<file path="config.mk">
export PLATFORM = sky130hd
export DESIGN_NAME = fit_policy_free_block_allocator_core
export DESIGN_NICKNAME = d
export VERILOG_FILES = /design/src/rtl/core/fpa_pkg.sv /design/src/rtl/core/fit_policy_free_block_allocator_core.sv
export SDC_FILE = /design/constraint.sdc
export NUM_CORES = 2
export LEC_CHECK = 0
export ABC_AREA = 1
export BUFFER_PORTS_ARGS = -buffer_cell sky130_fd_sc_hd__buf_4
export CAP_MARGIN = 5
export CORE_MARGIN = 2
export CORE_UTILIZATION = 25
export CTS_BUF_LIST = sky130_fd_sc_hd__clkbuf_8
export CTS_CLUSTER_SIZE = 12
export DETAILED_ROUTE_END_ITERATION = 8
export GPL_ROUTABILITY_DRIVEN = 1
export GPL_TIMING_DRIVEN = 1
export SLEW_MARGIN = 10
export SYNTH_ARGS = -nofsm -noshare
export SYNTH_HDL_FRONTEND = slang
export SYNTH_SLANG_ARGS = --single-unit
</file>
<file path="constraint.sdc">
create_clock -name clk -period 14.83 [get_ports clk]
set_input_delay 0.7415 -clock clk [delete_from_list [all_inputs] [get_ports clk]]
set_output_delay 0.7415 -clock clk [all_outputs]
set_load 0.01 [all_outputs]
</file>
<file path="src/rtl/core/fpa_pkg.sv">
`timescale 1ns / 1ps

package fpa_pkg;

  localparam int OFF_W  = 31;
  localparam int LEN_W  = 16;
  localparam int THR_W  = 8;
  localparam int MODE_W = 2;
  localparam int HC_W   = 7;
  localparam int CFG_AW = 4;
  localparam int CFG_DW = 32;

  // command codes
  localparam logic CMD_RELEASE = 1'b0;
  localparam logic CMD_ALLOC   = 1'b1;

  // fit policy codes, the unused code behaves as first-fit
  localparam logic [MODE_W-1:0] MODE_FIRST = 2'd0;
  localparam logic [MODE_W-1:0] MODE_BEST  = 2'd1;
  localparam logic [MODE_W-1:0] MODE_WORST = 2'd2;

  // register indexes, taken from paddr[3:2]
  localparam logic [1:0] REG_FIT_MODE  = 2'd0;
  localparam logic [1:0] REG_SPLIT_THR = 2'd1;
  localparam logic [1:0] REG_INIT_END  = 2'd2;

  localparam logic [MODE_W-1:0] FIT_MODE_RST  = 2'd0;
  localparam logic [THR_W-1:0]  SPLIT_THR_RST = 8'd10;
  localparam logic [OFF_W-1:0]  INIT_END_RST  = 31'd4;

  typedef struct packed {
    logic             cmd;
    logic [OFF_W-1:0] offset;
    logic [LEN_W-1:0] length;
  } in_item_t;

  typedef struct packed {
    logic [OFF_W-1:0] place;
    logic             reused;
    logic             split_done;
    logic             status;
    logic [HC_W-1:0]  hole_count;
  } out_item_t;

endpackage

</file>
<file path="src/rtl/core/fit_policy_free_block_allocator_core.sv">
`timescale 1ns / 1ps

// Free-hole allocator: keeps an ordered list of up to FREE_SLOTS holes (offset, length) in a
// single-port-write, single-read memory and serves one transaction at a time through one
// sequencer that walks the list an entry per cycle. A release enters its hole by the fit policy
// (head, ascending or descending length); an allocate takes the first hole that is large enough,
// unlinks it and re-enters a remainder above split_threshold; with no such hole it appends at
// the end pointer. The list scan and the one-entry-per-cycle shift through the memory set the
// time a transaction takes. in_ready is high only while the sequencer is idle; a finished
// result waits in the output register while the next transaction is taken.
module fit_policy_free_block_allocator_core #(
  parameter int FREE_SLOTS = 64
) (
  input  logic                      clk,
  input  logic                      rst_n,
  input  logic                      in_valid,
  output logic                      in_ready,
  input  fpa_pkg::in_item_t         in_data,
  output logic                      out_valid,
  input  logic                      out_ready,
  output fpa_pkg::out_item_t        out_data,
  input  logic                      cfg_psel,
  input  logic                      cfg_penable,
  input  logic                      cfg_pwrite,
  input  logic [fpa_pkg::CFG_AW-1:0] cfg_paddr,
  input  logic [fpa_pkg::CFG_DW-1:0] cfg_pwdata,
  output logic [fpa_pkg::CFG_DW-1:0] cfg_prdata,
  output logic                      cfg_pready
);

  import fpa_pkg::*;

  localparam int AW = (FREE_SLOTS > 1) ? $clog2(FREE_SLOTS) : 1;
  localparam int CW = $clog2(FREE_SLOTS + 1);
  localparam logic [CW-1:0] SLOTS = CW'(FREE_SLOTS);

  typedef struct packed {
    logic [OFF_W-1:0] off;
    logic [LEN_W-1:0] len;
  } hole_t;

  typedef enum logic [2:0] {
    S_IDLE, S_ALLOC, S_INSERT, S_SCAN, S_DEL, S_SHIFT, S_DONE
  } state_t;

  // hole list memory
  hole_t          mem [FREE_SLOTS];
  hole_t          rd_q;
  logic [AW-1:0]  rd_addr;
  logic [AW-1:0]  wr_addr;
  hole_t          wr_data;
  logic           we;

  always_ff @(posedge clk) begin
    if (we) mem[wr_addr] <= wr_data;
    rd_q <= mem[rd_addr];
  end

  state_t             state_r, state_nxt;
  logic [CW-1:0]      total_r, total_nxt;
  logic [CW-1:0]      pos_r, pos_nxt;
  logic [CW-1:0]      sh_r, sh_nxt;
  logic [OFF_W-1:0]   end_r, end_nxt;
  logic               cmd_r, cmd_nxt;
  logic [LEN_W-1:0]   len_r, len_nxt;
  logic [OFF_W-1:0]   ins_off_r, ins_off_nxt;
  logic [LEN_W-1:0]   ins_len_r, ins_len_nxt;
  logic [OFF_W-1:0]   hoff_r, hoff_nxt;
  logic [LEN_W-1:0]   rem_r, rem_nxt;
  logic               scan_alloc_r, scan_alloc_nxt;
  logic [OFF_W-1:0]   place_r, place_nxt;
  logic               reused_r, reused_nxt;
  logic               split_r, split_nxt;
  logic               status_r, status_nxt;
  logic               out_valid_r, out_valid_nxt;
  out_item_t          out_q_r, out_q_nxt;
  logic [MODE_W-1:0]  fit_mode_r, fit_mode_nxt;
  logic [THR_W-1:0]   thr_r, thr_nxt;
  logic [OFF_W-1:0]   init_end_r, init_end_nxt;

  logic               cfg_wr;
  logic               scan_hit;
  logic               ordered;
  logic [CW-1:0]      pos_inc;
  logic [CW-1:0]      total_dec;
  logic [CW-1:0]      sh_p1;
  logic [CW-1:0]      sh_p2;
  logic [CW-1:0]      sh_m2;

  assign in_ready   = (state_r == S_IDLE);
  assign out_valid  = out_valid_r;
  assign out_data   = out_q_r;
  assign cfg_pready = 1'b1;
  assign cfg_wr     = cfg_psel & cfg_penable & cfg_pwrite;

  assign ordered   = (fit_mode_r == MODE_BEST) || (fit_mode_r == MODE_WORST);
  assign pos_inc   = pos_r + CW'(1);
  assign total_dec = total_r - CW'(1);
  assign sh_p1     = sh_r + CW'(1);
  assign sh_p2     = sh_r + CW'(2);
  assign sh_m2     = sh_r - CW'(2);

  // stop condition of the list walk for the current purpose
  always_comb begin
    if (scan_alloc_r) begin
      scan_hit = (rd_q.len >= len_r);
    end else if (fit_mode_r == MODE_BEST) begin
      scan_hit = (rd_q.len > ins_len_r);
    end else begin
      scan_hit = (rd_q.len <= ins_len_r);
    end
  end

  always_comb begin
    cfg_prdata = '0;
    unique case (cfg_paddr[3:2])
      REG_FIT_MODE:  cfg_prdata = CFG_DW'(fit_mode_r);
      REG_SPLIT_THR: cfg_prdata = CFG_DW'(thr_r);
      REG_INIT_END:  cfg_prdata = CFG_DW'(init_end_r);
      default:       cfg_prdata = '0;
    endcase
  end

  always_comb begin
    state_nxt      = state_r;
    total_nxt      = total_r;
    pos_nxt        = pos_r;
    sh_nxt         = sh_r;
    end_nxt        = end_r;
    cmd_nxt        = cmd_r;
    len_nxt        = len_r;
    ins_off_nxt    = ins_off_r;
    ins_len_nxt    = ins_len_r;
    hoff_nxt       = hoff_r;
    rem_nxt        = rem_r;
    scan_alloc_nxt = scan_alloc_r;
    place_nxt      = place_r;
    reused_nxt     = reused_r;
    split_nxt      = split_r;
    status_nxt     = status_r;
    out_valid_nxt  = out_valid_r & ~out_ready;
    out_q_nxt      = out_q_r;
    fit_mode_nxt   = fit_mode_r;
    thr_nxt        = thr_r;
    init_end_nxt   = init_end_r;
    we             = 1'b0;
    wr_addr        = sh_r[AW-1:0];
    wr_data        = rd_q;
    rd_addr        = '0;

    unique case (state_r)
      S_IDLE: begin
        if (in_valid) begin
          cmd_nxt     = in_data.cmd;
          len_nxt     = in_data.length;
          ins_off_nxt = in_data.offset;
          ins_len_nxt = in_data.length;
          place_nxt   = in_data.offset;
          reused_nxt  = 1'b0;
          split_nxt   = 1'b0;
          status_nxt  = 1'b0;
          state_nxt   = (in_data.cmd == CMD_ALLOC) ? S_ALLOC : S_INSERT;
        end
      end
      S_ALLOC: begin
        scan_alloc_nxt = 1'b1;
        pos_nxt        = '0;
        if (total_r == '0) begin
          place_nxt = end_r;
          end_nxt   = end_r + OFF_W'(len_r);
          state_nxt = S_DONE;
        end else begin
          state_nxt = S_SCAN;
        end
      end
      S_INSERT: begin
        scan_alloc_nxt = 1'b0;
        pos_nxt        = '0;
        if (total_r == SLOTS) begin
          if (cmd_r == CMD_RELEASE) status_nxt = 1'b1;
          state_nxt = S_DONE;
        end else if (ordered && (total_r != '0)) begin
          state_nxt = S_SCAN;
        end else begin
          // head insert: open the gap at slot 0
          sh_nxt    = total_r;
          rd_addr   = total_dec[AW-1:0];
          state_nxt = S_SHIFT;
        end
      end
      S_SCAN: begin
        if (scan_hit) begin
          if (scan_alloc_r) begin
            hoff_nxt   = rd_q.off;
            rem_nxt    = rd_q.len - len_r;
            place_nxt  = rd_q.off;
            reused_nxt = 1'b1;
            sh_nxt     = pos_r;
            rd_addr    = pos_inc[AW-1:0];
            state_nxt  = S_DEL;
          end else begin
            sh_nxt    = total_r;
            rd_addr   = total_dec[AW-1:0];
            state_nxt = S_SHIFT;
          end
        end else if (pos_inc == total_r) begin
          if (scan_alloc_r) begin
            place_nxt = end_r;
            end_nxt   = end_r + OFF_W'(len_r);
            state_nxt = S_DONE;
          end else begin
            // goes at the tail, nothing to move
            pos_nxt   = total_r;
            sh_nxt    = total_r;
            state_nxt = S_SHIFT;
          end
        end else begin
          pos_nxt = pos_inc;
          rd_addr = pos_inc[AW-1:0];
        end
      end
      S_DEL: begin
        if (sh_p1 == total_r) begin
          total_nxt = total_dec;
          if (rem_r > LEN_W'(thr_r)) begin
            ins_off_nxt = hoff_r + OFF_W'(len_r);
            ins_len_nxt = rem_r;
            state_nxt   = S_INSERT;
          end else begin
            state_nxt = S_DONE;
          end
        end else begin
          // pull the next entry one slot towards the head
          we      = 1'b1;
          wr_addr = sh_r[AW-1:0];
          wr_data = rd_q;
          sh_nxt  = sh_p1;
          rd_addr = sh_p2[AW-1:0];
        end
      end
      S_SHIFT: begin
        if (sh_r == pos_r) begin
          we          = 1'b1;
          wr_addr     = pos_r[AW-1:0];
          wr_data.off = ins_off_r;
          wr_data.len = ins_len_r;
          total_nxt   = total_r + CW'(1);
          if (cmd_r == CMD_ALLOC) split_nxt = 1'b1;
          state_nxt   = S_DONE;
        end else begin
          we      = 1'b1;
          wr_addr = sh_r[AW-1:0];
          wr_data = rd_q;
          sh_nxt  = sh_r - CW'(1);
          rd_addr = sh_m2[AW-1:0];
        end
      end
      S_DONE: begin
        if (!out_valid_r || out_ready) begin
          out_q_nxt.place      = place_r;
          out_q_nxt.reused     = reused_r;
          out_q_nxt.split_done = split_r;
          out_q_nxt.status     = status_r;
          out_q_nxt.hole_count = HC_W'(total_r);
          out_valid_nxt        = 1'b1;
          state_nxt            = S_IDLE;
        end
      end
      default: state_nxt = S_IDLE;
    endcase

    if (cfg_wr) begin
      unique case (cfg_paddr[3:2])
        REG_FIT_MODE:  fit_mode_nxt = cfg_pwdata[MODE_W-1:0];
        REG_SPLIT_THR: thr_nxt      = cfg_pwdata[THR_W-1:0];
        REG_INIT_END: begin
          init_end_nxt = cfg_pwdata[OFF_W-1:0];
          end_nxt      = cfg_pwdata[OFF_W-1:0];
        end
        default: ;
      endcase
    end
  end

  always_ff @(posedge clk) begin
    pos_r        <= pos_nxt;
    sh_r         <= sh_nxt;
    cmd_r        <= cmd_nxt;
    len_r        <= len_nxt;
    ins_off_r    <= ins_off_nxt;
    ins_len_r    <= ins_len_nxt;
    hoff_r       <= hoff_nxt;
    rem_r        <= rem_nxt;
    scan_alloc_r <= scan_alloc_nxt;
    place_r      <= place_nxt;
    reused_r     <= reused_nxt;
    split_r      <= split_nxt;
    status_r     <= status_nxt;
    out_q_r      <= out_q_nxt;
    if (!rst_n) begin
      state_r     <= S_IDLE;
      total_r     <= '0;
      end_r       <= INIT_END_RST;
      out_valid_r <= 1'b0;
      fit_mode_r  <= FIT_MODE_RST;
      thr_r       <= SPLIT_THR_RST;
      init_end_r  <= INIT_END_RST;
    end else begin
      state_r     <= state_nxt;
      total_r     <= total_nxt;
      end_r       <= end_nxt;
      out_valid_r <= out_valid_nxt;
      fit_mode_r  <= fit_mode_nxt;
      thr_r       <= thr_nxt;
      init_end_r  <= init_end_nxt;
    end
  end

  a_one_at_a_time: assert property (@(posedge clk) disable iff (!rst_n)
    in_valid && in_ready |=> !in_ready)
    else $error("transaction accepted while another is in flight");

  a_total_bound: assert property (@(posedge clk) disable iff (!rst_n)
    total_r <= SLOTS)
    else $error("hole total beyond list capacity");

  a_drop_only_full: assert property (@(posedge clk) disable iff (!rst_n)
    out_valid && out_data.status |-> out_data.hole_count == HC_W'(FREE_SLOTS))
    else $error("hole dropped while the list had room");

  a_split_from_hole: assert property (@(posedge clk) disable iff (!rst_n)
    out_valid && out_data.split_done |-> out_data.reused && !out_data.status)
    else $error("split reported without a reused hole");

endmodule

</file>
# == Word-level counts from Yosys, hierarchy flattened ==
# Memories as Yosys holds them, arrays and structs flattened. A register that Yosys moved wholly into a read port is not among the register bits.
# Cells that the tools add are included.
# classes
n_reduce_logical,33
shifts,0
eq_ne,34
n_mux,82
magnitude_cmp,4
div_mod_pow,0
add_sub_neg,10
n_mul,0
n_bitwise,4
# op_table
cell,n
31-bit 2-to-1 mux,14
31-bit one-hot mux with 3 select lines,2
31-bit one-hot mux with 2 select lines,2
47-bit 2-to-1 mux,2
7-bit 2-to-1 mux,12
31-bit by 16-bit adder with 31-bit output,2
6-bit 2-to-1 mux,9
16-bit 2-to-1 mux,3
2-bit inequality test (second input constant),16
16-bit one-hot mux with 2 select lines,1
3-bit 2-to-1 mux,10
7-bit one-hot mux with 2 select lines,2
7-bit one-hot mux with 4 select lines,1
6-bit one-hot mux with 4 select lines,1
7-bit by 1-bit adder with 7-bit output (second input constant),3
7-bit equality test,3
3-bit one-hot mux with 7 select lines,1
16-bit greater-or-equal comparator,1
16-bit > comparator,1
16-bit by 8-bit > comparator with 1-bit output,1
16-bit <= comparator,1
4-bit AND reduction,4
16-bit subtractor,1
1-bit 2-to-1 mux,15
other kinds (30),59
# totals
ff_bits,284
elab_cells,193
memories,1
mem_bits_rw,3008
latch_bits,0
inputBits,91
rom_bits,0
# memory_table
name,depth,word_bits,read_ports,rd_clocked_by_memory_dff,write_ports,line,rtl
mem,64,47,1,1,1,fit_policy_free_block_allocator_core.sv:47,hole_t mem [FREE_SLOTS];

# == Longest topological paths before layout ==
# depth
ltp_word,7
depth_mapped,29

# == Least setup slack after synthesis ==
# Ideal clock, no wire load.
# synth_path
kind,flip-flop to flip-flop
from,reg sh_r[1]
to,mem mem[48][0] in the netlist's numbering (enable)
stages_incl_launch_ff,15
path_buffers,1
period_less_slack_ns,7.332
t_arrival_ns,6.762
setup_time_ns,0.570
path_slack_ns,7.498
path_cell_list,edfxtp_1 -> clkbuf_1 -> clkinv_1 -> ha_1 -> inv_1 -> nand2_1 -> nand4_1 -> nor2_1 -> nand2_1 -> nor2_2 -> nand3_1 -> nand2_2 -> nand2_1 -> nand4_1 -> nor4_1
# synth_between
elab_chain_len,6
# synth_lines
element,line,rtl
"start, declared",fit_policy_free_block_allocator_core.sv:62,"logic [CW-1:0] sh_r, sh_nxt;"
"start signal, assigned",fit_policy_free_block_allocator_core.sv:287,sh_r <= sh_nxt;
7-bit by 1-bit adder with 7-bit output,fit_policy_free_block_allocator_core.sv:99,assign sh_p1 = sh_r + CW'(1);
7-bit equality test,fit_policy_free_block_allocator_core.sv:223,if (sh_p1 == total_r) begin
1-bit 2-to-1 mux,fit_policy_free_block_allocator_core.sv:223,
1-bit one-hot mux with 2 select lines,fit_policy_free_block_allocator_core.sv:151,unique case (state_r)
1-bit 2-to-1 mux,fit_policy_free_block_allocator_core.sv:55,if (we) mem[wr_addr] <= wr_data;
1-bit 2-to-1 mux (not written as such),fit_policy_free_block_allocator_core.sv:55,
"end, declared",fit_policy_free_block_allocator_core.sv:47,
# Parallel ways exist; a longest one is shown, timed or not.

# == Worst setup path in the final report ==
# layout_path
from,reg len_r[0]
to,"reg, netlist name rd_q[1]"
# layout_between
elab_chain_len,4
# layout_lines
element,line,rtl
"start, declared",fit_policy_free_block_allocator_core.sv:65,"logic [LEN_W-1:0] len_r, len_nxt;"
"start signal, assigned",fit_policy_free_block_allocator_core.sv:289,len_r <= len_nxt;
16-bit greater-or-equal comparator,fit_policy_free_block_allocator_core.sv:106,scan_hit = (rd_q.len >= len_r);
1-bit 2-to-1 mux,fit_policy_free_block_allocator_core.sv:105,if (scan_alloc_r) begin
6-bit 2-to-1 mux,fit_policy_free_block_allocator_core.sv:192,if (scan_hit) begin
6-bit one-hot mux with 4 select lines,fit_policy_free_block_allocator_core.sv:151,
# Every way passes these cells.
# A chain may end at the register's enable or synchronous reset.

==> impl_metrics.ini <==
[outcome]
status = finished clean

[setup_path]
cp_data_arrival_time_ns = 8.61
critPathCaptureType = register
required_ns = 15.82
crit_start = len_r[0]
path_max_fanout = 72
start_kind = register
criticalPathCategory = register to register
reg2reg_from = len_r[0]

[sta]
hold_slack_ns = 0.132
post-route-min-period_ns = 7.61
fin_tns_setup_ns = 0
fmax_mhz = 131
finalSetupViolations = 0
relSlewSlack_pct = 13.4
hold_viol_final = 0
tightest_slew_ns = 1.30
finalMaxSlewViolations = 0
grt_setup_unrepaired = no
finClkSkew_ns = 0.0657
min_period_over_period_pct = 51.3

[cts]
htreeDepth = 6
path_clk_slew_ns = 0.06
numCtsBuffers = 559
root_buffer = clkbuf_8
clk_latency_ns = 1.20
cts_buffer_depth = 4
post_cts_resized = 0
clock-sinks = 3339
cts_tree = done

[cells_and_area]
fin_util_pct = 28.5
layout.nets = 14049
drive_gt1_share_pct = 8.70
area_growth_pct = 13.7

[floorplanning]
ios = 167
dieHeight_um = 778
dieWidth_um = 778
core_area_um2 = 597000
initial_utilization_pct = 25.1
rows = 284
die_area_um2 = 605000

[placement]
portBuffers = 161
dp_hpwl_um = 227000
routabilityCongestion = 0.848

[route]
drtAntennaViolNets = 0
drcViolationCount = 0
drt_iter0_drc = 12111
wirelength_um = 443000
wl_per_cell_um = 19.9
viasPerCell = 4.67
num_vias = 104053
firstDrtPassIters = 8

[yosys]
avgSynthCellArea_um2 = 10.9
yosys_most_used_dff = edfxtp_1
ys_types = 56
synth_warnings = 0
ys_async_sr_fraction_pct = 0
synth_edf_count = 3209
syn_nets = 13889
ys_seq_area_share_pct = 66.1
synthCells = 13714
ys_seq_elements = 3339
synth_area_um2 = 150000

[power_and_ir_drop]
leakage_uw = 0.0640
pwr-share-seq_pct = 33.6
switching_share_pct = 45.6
intPower_uw = 20200
comb_power_share_pct = 46.3
pwr-share-clk_pct = 20.1
ir_drop_uv = 278
power.switching_uw = 17000
power_density_nw_per_um2 = 219

[global_routing]
grt_pass1_wl_um = 648000
grt_usage_pct = 14.0
antenna_found_initial = 13
grt_max_degree = 197
grt_overflow_total = 0
grt_pass1_vias = 98539

[worst_hold_path]
hp-class = input port to register
hold_start = cfg_pwrite

[run]
maxCapViolations = 0
Yosys cell counts (all sizes together), types with 10 or more instances:
| master | instances | area (µm²) |
|---|---|---|
| a21oi | 155 | 776 |
| a31oi | 13 | 81.3 |
| buf | 720 | 3840 |
| clkbuf | 175 | 657 |
| dfxtp | 130 | 2600 |
| edfxtp | 3209 | 96400 |
| ha | 81 | 1010 |
| inv | 1925 | 7230 |
| mux2 | 30 | 338 |
| nand2 | 2227 | 8380 |
| nand3 | 3268 | 16400 |
| nand3b | 1126 | 8450 |
| nand4 | 19 | 119 |
| nor2 | 193 | 778 |
| nor3 | 32 | 165 |
| nor4 | 10 | 62.6 |
| o211ai | 11 | 82.6 |
| o21ai | 246 | 1250 |
| o22ai | 16 | 100 |
| xnor2 | 26 | 228 |
| xor2 | 44 | 385 |
path summary, 6_finish.rpt:
| check | end | slack (ns) | cells after the start |
|---|---|---|---|
| worst max-delay path | rd_q[1] | 7.22 | 24 |
| worst min register to register | out_data[31] | 0.39 | 0 |
| worst min-delay path | thr_r[0] | 0.13 | 5 |
| worst max register to register | rd_q[1] | 7.22 | 24 |
power groups by stage:
stage	registers, µW	clock network, µW	logic, µW
2_1_floorplan	12500	0	11100
3_3_place_gp	12700	0	16800
3_5_place_dp	12700	0	16900
4_1_cts	12500	7620	17000
5_1_grt	12500	8010	18700
6_report	12500	7490	17200
cell families after synthesis:
logic type                 share of synthesized area, %
adders and majority gates                         0.717
DFF                                                66.1
other                                           0.00502
AOI/OAI and AO/OA                                  1.74
buffers and inverters                              7.85
and+or+nand+nor                                    23.0
muxes                                             0.226
xor gates and xnor gates                          0.424
state kept, by name (all words and copies together), names as in the netlist, 2 cells and up:
register / flops
thr_r: 8
state_r: 3
sh_r: 7
ins_off_r: 31
mem: 3008
hoff_r: 31
init_end_r: 31
place_r: 31
end_r: 31
len_r: 16
out_data: 41
rd_q: 47
ins_len_r: 16
pos_r: 7
rem_r: 16
total_r: 7
fit_mode_r: 2
per-stage QoR:
stage          setup WS (ns)  power [µW]  instance area (µm²)  std cells
5_1_grt                 6.88       39200               170000      22302
3_3_place_gp            7.36       29500               159000      21232
2_1_floorplan           7.50       23700               150000      13714
3_5_place_dp            7.33       29600               159000      21232
4_1_cts                 7.32       37100               170000      22299
6_report                7.22       37200               170000      22304
cell usage in the layout (no fill, tap or decap), drive strengths merged, types with 89 or more instances in the layout:
master / count
dfxtp: 130
buf: 405
dlygate4sd3: 89
o21ai: 246
clkinv: 156
nand3b: 1126
a21oi: 155
clkbuf: 585
nor2: 193
nand2: 2227
edfxtp: 3209
inv: 2152
nand3: 3268
critical path, cell delays in order, from the launching register on:
cell      delay [ns]
edfxtp_1        0.50
ha_1            0.26
fa_1            0.39
or2_1           0.25
nand2_2         0.10
inv_2           0.04
o21ai_2         0.24
o21ai_2         0.11
nand2_1         0.09
nand2_2         0.07
nand2_2         0.10
buf_4           0.41
nand2_1         0.22
nand3_4         0.38
buf_4           0.70
buf_4           0.72
buf_4           0.78
buf_4           0.77
nand3b_1        0.15
nand3_1         0.12
nand3_1         0.09
nand3_1         0.14
nand3_1         0.21
nand3_1         0.14
nand2_1         0.18
final cells by class:
cell class / instances / area, µm²
antenna: 5 / 12.5
fill: 61061 / 427000
inverter: 1931 / 7270
timing repair buffer: 494 / 4120
tap: 8008 / 10000
multi-input combinational: 7549 / 39800
clock inverter: 393 / 1930
clock buffer: 585 / 8050
sequential: 3339 / 99000
what timing repair did:
| action | in CTS | in global routing |
|---|---|---|
| hold buffers | 89 | 0 |
| endpoints found under the hold margin | 178 | 0 |
| buffers inserted | 0 | 0 |
per-layer routing:
layer  part of all wire [%]  vias to the layer above  track usage (%)
met4                    3.4                        0             5.04
met3                    8.7                      900             2.10
met1                     42                    50858             19.1
met5                      0                        -                0
li1                       -                    47569                -
met2                     46                     4726             22.5
(Power assumes the default switching activity.)
